### src/sv/kwm_pkg.sv
`default_nettype none
// ----------------------------------------------------------------------------
// kwm_pkg
// Shared types and codes for the k-way sorted merge engine.
// ----------------------------------------------------------------------------
package kwm_pkg;

  localparam int unsigned IdxW = 3;
  localparam int unsigned ValW = 32;

  typedef enum logic [1:0] {
    ST_APPENDED = 2'd0,
    ST_POPPED   = 2'd1,
    ST_EMPTY    = 2'd2,
    ST_FULL     = 2'd3
  } status_t;

  typedef enum logic {
    OP_APPEND = 1'b0,
    OP_POP    = 1'b1
  } op_t;

  // One command handed from the front end to the back end.
  typedef struct packed {
    op_t                   op;
    logic [IdxW-1:0]       list;
    logic [ValW-1:0]       value;
  } cmd_t;

  // One result handed from the back end to the output queue.
  typedef struct packed {
    status_t               status;
    logic [ValW-1:0]       value;
    logic [IdxW-1:0]       list;
  } res_t;

endpackage : kwm_pkg
`default_nettype wire

### src/sv/kwm_cmd_fifo.sv
`default_nettype none
// ----------------------------------------------------------------------------
// kwm_cmd_fifo
// Two-entry command queue between the input front end and the merge back end.
// ----------------------------------------------------------------------------
module kwm_cmd_fifo
  import kwm_pkg::*;
(
  input  wire logic clk,
  input  wire logic rst_n,
  input  wire logic push,
  input  cmd_t      push_data,
  output logic      full,
  input  wire logic pop,
  output cmd_t      head,
  output logic      empty
);

  cmd_t       mem_r [2];
  logic       wr_r, wr_nxt;
  logic       rd_r, rd_nxt;
  logic [1:0] cnt_r, cnt_nxt;
  logic       do_push, do_pop;

  assign full    = (cnt_r == 2'd2);
  assign empty   = (cnt_r == 2'd0);
  assign head    = mem_r[rd_r];
  assign do_push = push && !full;
  assign do_pop  = pop && !empty;

  // Advance pointers and count.
  always_comb begin
    wr_nxt  = do_push ? ~wr_r : wr_r;
    rd_nxt  = do_pop ? ~rd_r : rd_r;
    cnt_nxt = cnt_r + {1'b0, do_push} - {1'b0, do_pop};
  end

  always_ff @(posedge clk) begin
    if (!rst_n) begin
      wr_r  <= 1'b0;
      rd_r  <= 1'b0;
      cnt_r <= 2'd0;
    end else begin
      wr_r  <= wr_nxt;
      rd_r  <= rd_nxt;
      cnt_r <= cnt_nxt;
    end
  end

  // Hold queued commands.
  always_ff @(posedge clk) begin
    if (do_push) begin
      mem_r[wr_r] <= push_data;
    end
  end

endmodule : kwm_cmd_fifo
`default_nettype wire

### config.mk
export PLATFORM = sky130hd
export DESIGN_NAME = kwm_cmd_fifo
export DESIGN_NICKNAME = d
export VERILOG_FILES = /design/src/sv/kwm_pkg.sv /design/src/sv/kwm_cmd_fifo.sv
export SDC_FILE = /design/constraint.sdc
export NUM_CORES = 1
export LEC_CHECK = 0
export ABC_CLOCK_PERIOD_IN_PS = 2700
export BUFFER_PORTS_ARGS = -buffer_cell sky130_fd_sc_hd__buf_2
export CORE_UTILIZATION = 47
export DETAILED_ROUTE_END_ITERATION = 7
export PLACE_DENSITY = 0.72
export REMOVE_ABC_BUFFERS = 1
export SLEW_MARGIN = 0
export SYNTH_ARGS = -nofsm -noshare
export SYNTH_HDL_FRONTEND = slang
export SYNTH_SLANG_ARGS = --single-unit
### constraint.sdc
create_clock -name clk -period 2.7 [get_ports clk]
set_input_delay 0.27 -clock clk [delete_from_list [all_inputs] [get_ports clk]]
set_output_delay 0.27 -clock clk [all_outputs]
set_load 0.1 [all_outputs]
==> results of run 1 <==
==> cells in the final DEF (no fill, tap or decap) <==
cell / netlist / final
and2_1: 2 / 2
and3_2: 0 / 1
buf_12: 3 / 2
buf_2: 0 / 77
buf_4: 0 / 1
bufinv_16: 0 / 3
clkbuf_1: 0 / 1
clkbuf_8: 0 / 9
clkinv_1: 0 / 1
clkinvlp_4: 0 / 1
dfxtp_1: 5 / 4
dfxtp_2: 0 / 1
edfxtp_1: 72 / 72
ha_1: 2 / 2
inv_1: 3 / 3
inv_6: 0 / 1
mux2_2: 6 / 6
mux2_4: 30 / 30
mux2i_1: 1 / 1
nand2_1: 2 / 2
nand2b_1: 2 / 2
nor2_1: 5 / 4
nor2_4: 0 / 1
nor3_1: 1 / 1
o21a_1: 1 / 1
xnor2_1: 1 / 1
xor2_1: 1 / 1
==> cell families (layout without fill, tap and decap cells) <==
logic type | Yosys count | in the layout | synth area share, %
flops | 77 | 77 | 75.8
mux | 37 | 37 | 17.7
compound gates | 1 | 1 | 0.252
simple gates | 13 | 13 | 2.10
buf+inv | 7 | 99 | 2.77
fa+ha+maj | 2 | 2 | 0.838
xor+xnor | 2 | 2 | 0.587
==> metal layers <==
| metal | global-route usage [%] | vias up | wire (µm) |
|---|---|---|---|
| li1 | - | 706 | - |
| met1 | 17.2 | 694 | 1890 |
| met2 | 24.8 | 52 | 2310 |
| met3 | 5.56 | 8 | 330 |
| met4 | 7.89 | 0 | 82 |
| met5 | 0 | - | 0 |
==> sequential cells by signal, indices dropped and copies added, names as in the netlist, named ones only <==
name   cells
mem_r     72
cnt_r      2
rd_r       1
wr_r       1
==> through the flow <==
stage | instance area, µm² | worst slack (ns) | hold slack (ns) | utilization (%) | cells
floorplan | 2910 | 0.161 | 0.369 | - | 135
global route | 3690 | 0.453 | 0.0984 | 61.2 | 306
finish | 3690 | 0.530 | 0.118 | 61.2 | 306
detailed placement | 3450 | 0.852 | 0.463 | 57.3 | 290
global placement | 3450 | 0.875 | 0.458 | 57.3 | 290
CTS | 3690 | 0.493 | 0.105 | 61.2 | 306
==> layout make-up <==
| class | count | share of cell area (%) |
|---|---|---|
| clock inverters | 6 | 2.99 |
| multi-input cells | 55 | 17.6 |
| flip-flops and latches | 77 | 61.4 |
| inverters | 3 | 0.305 |
| repair buffers | 80 | 11.7 |
| clock buffers | 10 | 3.46 |
| well taps | 75 | 2.54 |
==> worst min path at each step <==
stage,start,to,slack [ns],depth (start not counted)
final,push_data[12],mem_r[1][12]$_DFFE_PP_,0.12,1
after global routing,push_data[30],mem_r[0][30]$_DFFE_PP_,0.1,1
after floorplan,push_data[0],mem_r[0][0]$_DFFE_PP_,0.37,0
after detailed placement,push_data[16],mem_r[1][16]$_DFFE_PP_,0.46,1
after global placement,push_data[8],mem_r[0][8]$_DFFE_PP_,0.46,1
after CTS,push_data[12],mem_r[1][12]$_DFFE_PP_,0.10,1
==> cells in the mapped netlist <==
cell type / count
buf_6: 1
and3_1: 1
o21a_1: 1
nor3_1: 1
and2_1: 2
nand2b_1: 2
dfxtp_1: 5
mux2i_1: 1
mux2_4: 30
inv_1: 3
xnor2_1: 1
ha_1: 2
nand2_1: 2
buf_12: 3
edfxtp_1: 72
mux2_2: 6
nor2_1: 5
xor2_1: 1
==> out/qor.yml, run 1 <==
status: "complete, no violations"
ff_latch_area_um2: 2260
crit_arrival_ns: 1.90
diodes: 0
crit_type: "reg -> out"
ctsHoldBuffers: 0
grt_setup_unrepaired: "false"
syn_area_per_cell_um2: 21.5
ctsResizeCount: 0
core.rowCount: 28
netlist_top_cells_area: "edfxtp_1 72%, mux2_4 15%, dfxtp_1 3.4%"
end_kind: "primary output"
cp.depth: 3
cp_max_fo: 23
io_pins: 78
routed_wl_um: 4620
timing.rr.start: "cnt_r[0]$_SDFF_PN0_"
area_delta_synth_final_pct: 23.6
fin_crit_sh_pct: 80.4
worstSetupStartpointType: "flip-flop"
fillers: 463
antenna_found_initial: 0
final_hold_viol_count: 0
yosys_warnings: 0
yosys.area.top_type: "edfxtp_1"
multi_input_area_um2: 649
slew_violations: 0
drc: 0
cap_violations: 0
fmax_ghz: 0.461
layout.nets: 268
gp_congestion: 0.685
yosysTopAreaCellShare_pct: 72.4
rr_worst_depth: 8
clock_sinks: 77
setup_viol: 0
clk_pin_slew_ns: 0.08
max_stage_delay_ns: 0.64
grt_pass1_wl_um: 7070
cts_made_buffers: 9
fin_crit_ns: 2.17
rr_endpoint: "cnt_r[1]$_SDFF_PN0_"
worst_slew_pin_slew_ns: 0.513
grt_overflow: 0
reg2reg_setup_slack_ns: 1.01
hold_class: "in -> reg"
hpwl_um: 3150
yosys_register_bits: 77
grt_pass1_vias: 1527
design.core.area_um2: 6030
seq_area_frac_synth_pct: 75.8
path_cells: "buf_12 > mux2_2 > buf_2"
avgViaCountPerCell: 4.77
cts_setup_buffers: 0
die-area_um2: 6670
io_buffers: 77
first_iter_violations: 48
cp-endpoint: "head[0]"
clock_latency_ns: 0.34
cp_slowest_cell: "dfxtp_2"
cts_max_path_buffers: 2
yosysUniqueCellTypes: 18
drtAntennaViolNets: 0
drive_gt1_share_pct: 57.6
relSlewSlack_pct: 66.1
die_h_um: 81.7
syn_area_um2: 2990
htreeDepth: 3
cp_top_family: "flip-flops"
cts_tree: "built"
initial_core_util_pct: 49.5
vias: 1460
path_buf_inv: 2
synthCells: 139
track_usage_pct: 15.1
crit_required_ns: 2.43
fin_skew_ns: 0.00922
grt_start_max_net_pins: 37
wl_per_cell_um: 15.1
tns_ns: 0
die_w_um: 81.7
root_buffer: "clkbuf_8"
firstDrtPassIters: 3
Power of run 1 is left out: the tool's default activity adds up to more than one toggle a clock period on the data nets, which glitch-free logic cannot reach.
==> run 2, diff against run 1 <==
--- a/config.mk
+++ b/config.mk
@@ -5,11 +5,11 @@
 export SDC_FILE = /design/constraint.sdc
 export NUM_CORES = 1
 export LEC_CHECK = 0
-export ABC_CLOCK_PERIOD_IN_PS = 2700
+export ABC_CLOCK_PERIOD_IN_PS = 2000
 export BUFFER_PORTS_ARGS = -buffer_cell sky130_fd_sc_hd__buf_2
-export CORE_UTILIZATION = 47
+export CORE_UTILIZATION = 50
 export DETAILED_ROUTE_END_ITERATION = 7
-export PLACE_DENSITY = 0.72
+export PLACE_DENSITY = 0.73
 export REMOVE_ABC_BUFFERS = 1
 export SLEW_MARGIN = 0
 export SYNTH_ARGS = -nofsm -noshare
==> constraint.sdc (replaced) <==
create_clock -name clk -period 2 [get_ports clk]
set_input_delay 0.2 -clock clk [delete_from_list [all_inputs] [get_ports clk]]
set_output_delay 0.2 -clock clk [all_outputs]
set_load 0.1 [all_outputs]
==> out/qor.yml, run 2 (synthesis gave the netlist of run 1 again) <==
io_buffers: 77
worstSetupStartpointType: "flip-flop"
drtAntennaViolNets: 0
core.rowCount: 27
setup_viol: 0
placedCellCount: 288
cp_max_fo: 16
crit_arrival_ns: 1.65
layout.nets: 269
die-area_um2: 6280
drc: 0
fin_crit_sh_pct: 92.3
fin_crit_ns: 1.85
fin_skew_ns: 0.00575
cts_made_buffers: 9
grt_setup_unrepaired: "false"
path_buf_inv: 2
firstDrtPassIters: 4
grt_pass1_vias: 1522
gp_congestion: 0.683
fillers: 405
ctsHoldBuffers: 0
clock_sinks: 77
whs_ns: 0.0563
max_stage_delay_ns: 0.37
tns_ns: 0
hpwl_um: 2910
largest_reg_flops: 72
ctsResizeCount: 0
design.core.area_um2: 5640
routed_wl_um: 4370
antenna_found_initial: 0
wl_per_cell_um: 14.4
drive_gt1_share_pct: 56.9
die_h_um: 79.3
io_pins: 78
diodes: 0
final_common_cell: "buf_2"
initial_core_util_pct: 52.9
final_hold_viol_count: 0
first_iter_violations: 73
area_delta_synth_final_pct: 22.2
instances_no_fill: 304
grt_overflow: 0
fmax_ghz: 0.542
htreeDepth: 3
cts_tree: "built"
grt_pass1_wl_um: 7090
cap_violations: 0
hold_class: "in -> reg"
slew_violations: 0
crit_required_ns: 1.80
top_register: "mem_r"
root_buffer: "clkbuf_8"
vias: 1467
status: "complete, no violations"
path_cells: "buf_4 > mux2_2 > buf_2"
fin_util_pct: 64.7
crit_type: "reg -> out"
track_usage_pct: 15.3
end_kind: "primary output"
reg_top3: "mem_r (72), cnt_r (2)"
relSlewSlack_pct: 66.7
layout_common_cells: "77 x buf_2, 72 x edfxtp_1, 30 x mux2_4"
die_w_um: 79.3
clock_latency_ns: 0.32
cts_setup_buffers: 0
avgViaCountPerCell: 4.83
clk_pin_slew_ns: 0.07
grt_start_max_net_pins: 37
worst_slew_pin_slew_ns: 0.503
cp_top_family: "buffers and inverters"
cp_slowest_cell: "mux2_2"
cts_max_path_buffers: 2
run 2: changes by cell type in the layout (fill, tap and decap cells not counted), sizes merged:
cell,delta
clkinv,+3
bufinv,-2
buf,+1
inv,-1
run 2: worst register-to-register path: stages (launching register included):
cell	delay, ns
dfxtp_1	0.36
nand2b_1	0.16
nand2_1	0.14
ha_1	0.31
inv_1	0.04
ha_1	0.17
xor2_1	0.14
and2_1	0.15
nor3_1	0.14
run 2: final cells by class:
cell class | count | area [µm²] | area share (%)
Sequential cell | 77 | 2260 | 62.0
Timing Repair Buffer | 81 | 453 | 12.4
Clock buffer | 10 | 128 | 3.50
Clock inverter | 6 | 53.8 | 1.47
Tap cell | 72 | 90.1 | 2.47
Inverter | 3 | 11.3 | 0.309
Multi-Input combinational cell | 55 | 649 | 17.8
run 2: metal layers:
layer | vias up | track usage [%] | wire length (µm)
li1 | 710 | - | -
met1 | 700 | 18.5 | 1880
met2 | 46 | 24.9 | 2140
met3 | 11 | 3.79 | 232
met4 | 0 | 9.09 | 119
met5 | - | 0 | 0
run 2: worst paths after layout:
kind	from	slack [ns]	end	cells after the start
setup / recovery	flip-flop	0.15	head[3]	3
hold / removal	push_data[15]	0.06	mem_r[0][15]$_DFFE_PP_	1
setup reg to reg	cnt_r[0]$_SDFF_PN0_	0.31	cnt_r[1]$_SDFF_PN0_	8
hold reg to reg	wr_r$_SDFFE_PN0P_	0.52	wr_r$_SDFFE_PN0P_	2
run 2: metrics by stage:
step	worst slack (ns)	instance area, µm²
finish	0.154	3650
global route	0.0854	3650
CTS	0.129	3650
detailed placement	0.310	3470
global placement	0.399	3470
floorplan	-0.539	2910
Power of run 2 is left out for the same reason.
==> run 3, diff against run 2 <==
--- a/config.mk
+++ b/config.mk
@@ -10,7 +10,6 @@
 export CORE_UTILIZATION = 50
 export DETAILED_ROUTE_END_ITERATION = 7
 export PLACE_DENSITY = 0.73
-export REMOVE_ABC_BUFFERS = 1
 export SLEW_MARGIN = 0
 export SYNTH_ARGS = -nofsm -noshare
 export SYNTH_HDL_FRONTEND = slang
==> out/qor.yml, run 3 (synthesis gave the netlist of run 1 again) <==
clk_pin_slew_ns: 0.08
diodes: 0
ctsResizeCount: 0
clock_sinks: 77
slew_violations: 0
reg_top3: "mem_r (72), cnt_r (2)"
top_register: "mem_r"
final_hold_viol_count: 0
status: "complete, no violations"
antenna_found_initial: 0
fin_crit_ns: 1.82
die-area_um2: 6280
htreeDepth: 3
fin_skew_ns: 0.00929
worstSetupStartpointType: "flip-flop"
fmax_ghz: 0.550
area_delta_synth_final_pct: 22.6
root_buffer: "clkbuf_8"
hold_class: "in -> reg"
layout.nets: 271
drc: 0
grt_pass1_vias: 1439
design.core.area_um2: 5640
cts_max_path_buffers: 2
cts_made_buffers: 9
first_iter_violations: 27
cap_violations: 0
crit_arrival_ns: 1.62
grt_overflow: 0
io_buffers: 77
layout_common_cells: "77 x buf_2, 72 x edfxtp_1, 30 x mux2_4"
io_pins: 78
routed_wl_um: 4530
crit_required_ns: 1.80
avgViaCountPerCell: 4.80
layout_setup_ws_ns: 0.182
grt_setup_unrepaired: "false"
fin_crit_sh_pct: 90.9
place_ws_ns: 0.315
die_w_um: 79.3
die_h_um: 79.3
worst_slew_pin_slew_ns: 0.504
cts_setup_buffers: 0
cts_tree: "built"
crit_type: "reg -> out"
fillers: 399
tns_ns: 0
firstDrtPassIters: 4
grt_start_max_net_pins: 23
drtAntennaViolNets: 0
gp_congestion: 0.674
cp_max_fo: 14
relSlewSlack_pct: 66.6
multi_input_area_um2: 649
track_usage_pct: 15.8
vias: 1464
whs_ns: 0.0499
ctsHoldBuffers: 0
setup_viol: 0
drive_gt1_share_pct: 57.5
ff_latch_area_um2: 2260
core.rowCount: 27
wl_per_cell_um: 14.8
clock_latency_ns: 0.33
final_common_cell: "buf_2"
initial_core_util_pct: 52.9
grt_pass1_wl_um: 7040
largest_reg_flops: 72
hpwl_um: 3100
synth_nets: 181
end_kind: "primary output"
==> run 3: cell count changes in the layout (fill, tap and decap cells not counted), sizes merged <==
cell and change:
buf +2, clkbuf -1, bufinv +1, clkinv -1
==> run 3: worst paths after layout <==
check	startpoint	endpoint	slack [ns]	cells after the start
setup / recovery	flip-flop	head[3]	0.18	3
hold / removal	push_data[32]	mem_r[0][32]$_DFFE_PP_	0.05	1
setup reg to reg	cnt_r[0]$_SDFF_PN0_	cnt_r[1]$_SDFF_PN0_	0.31	8
hold reg to reg	wr_r$_SDFFE_PN0P_	wr_r$_SDFFE_PN0P_	0.52	2
==> run 3: critical path: stages, from the launching register on <==
cell and delay (ns):
dfxtp_2 0.35, buf_4 0.27, mux2_2 0.37, buf_2 0.29
==> run 3: through the flow <==
step | std cells | util (%) | cell area [µm²]
2_1_floorplan | 139 | - | 2990
3_3_place_gp | 290 | 61.3 | 3460
3_5_place_dp | 290 | 61.3 | 3460
4_1_cts | 305 | 64.9 | 3660
5_1_grt | 305 | 64.9 | 3660
6_report | 305 | 64.9 | 3660
==> run 3: layout make-up <==
type,instances,share of cell area [%]
multi-input combinational,55,17.7
clock buffer,9,3.38
inverter,3,0.308
timing repair buffer,83,12.1
sequential,77,61.8
clock inverter,6,2.15
tap,72,2.46
==> run 3: layer usage <==
layer	GRT usage (%)	wire [µm]	up-vias
met3	5.29	233	7
met5	0	0	-
li1	-	-	710
met2	25.3	2310	42
met1	19.0	1920	705
met4	8.18	62	0
Power of run 3 is left out for the same reason.
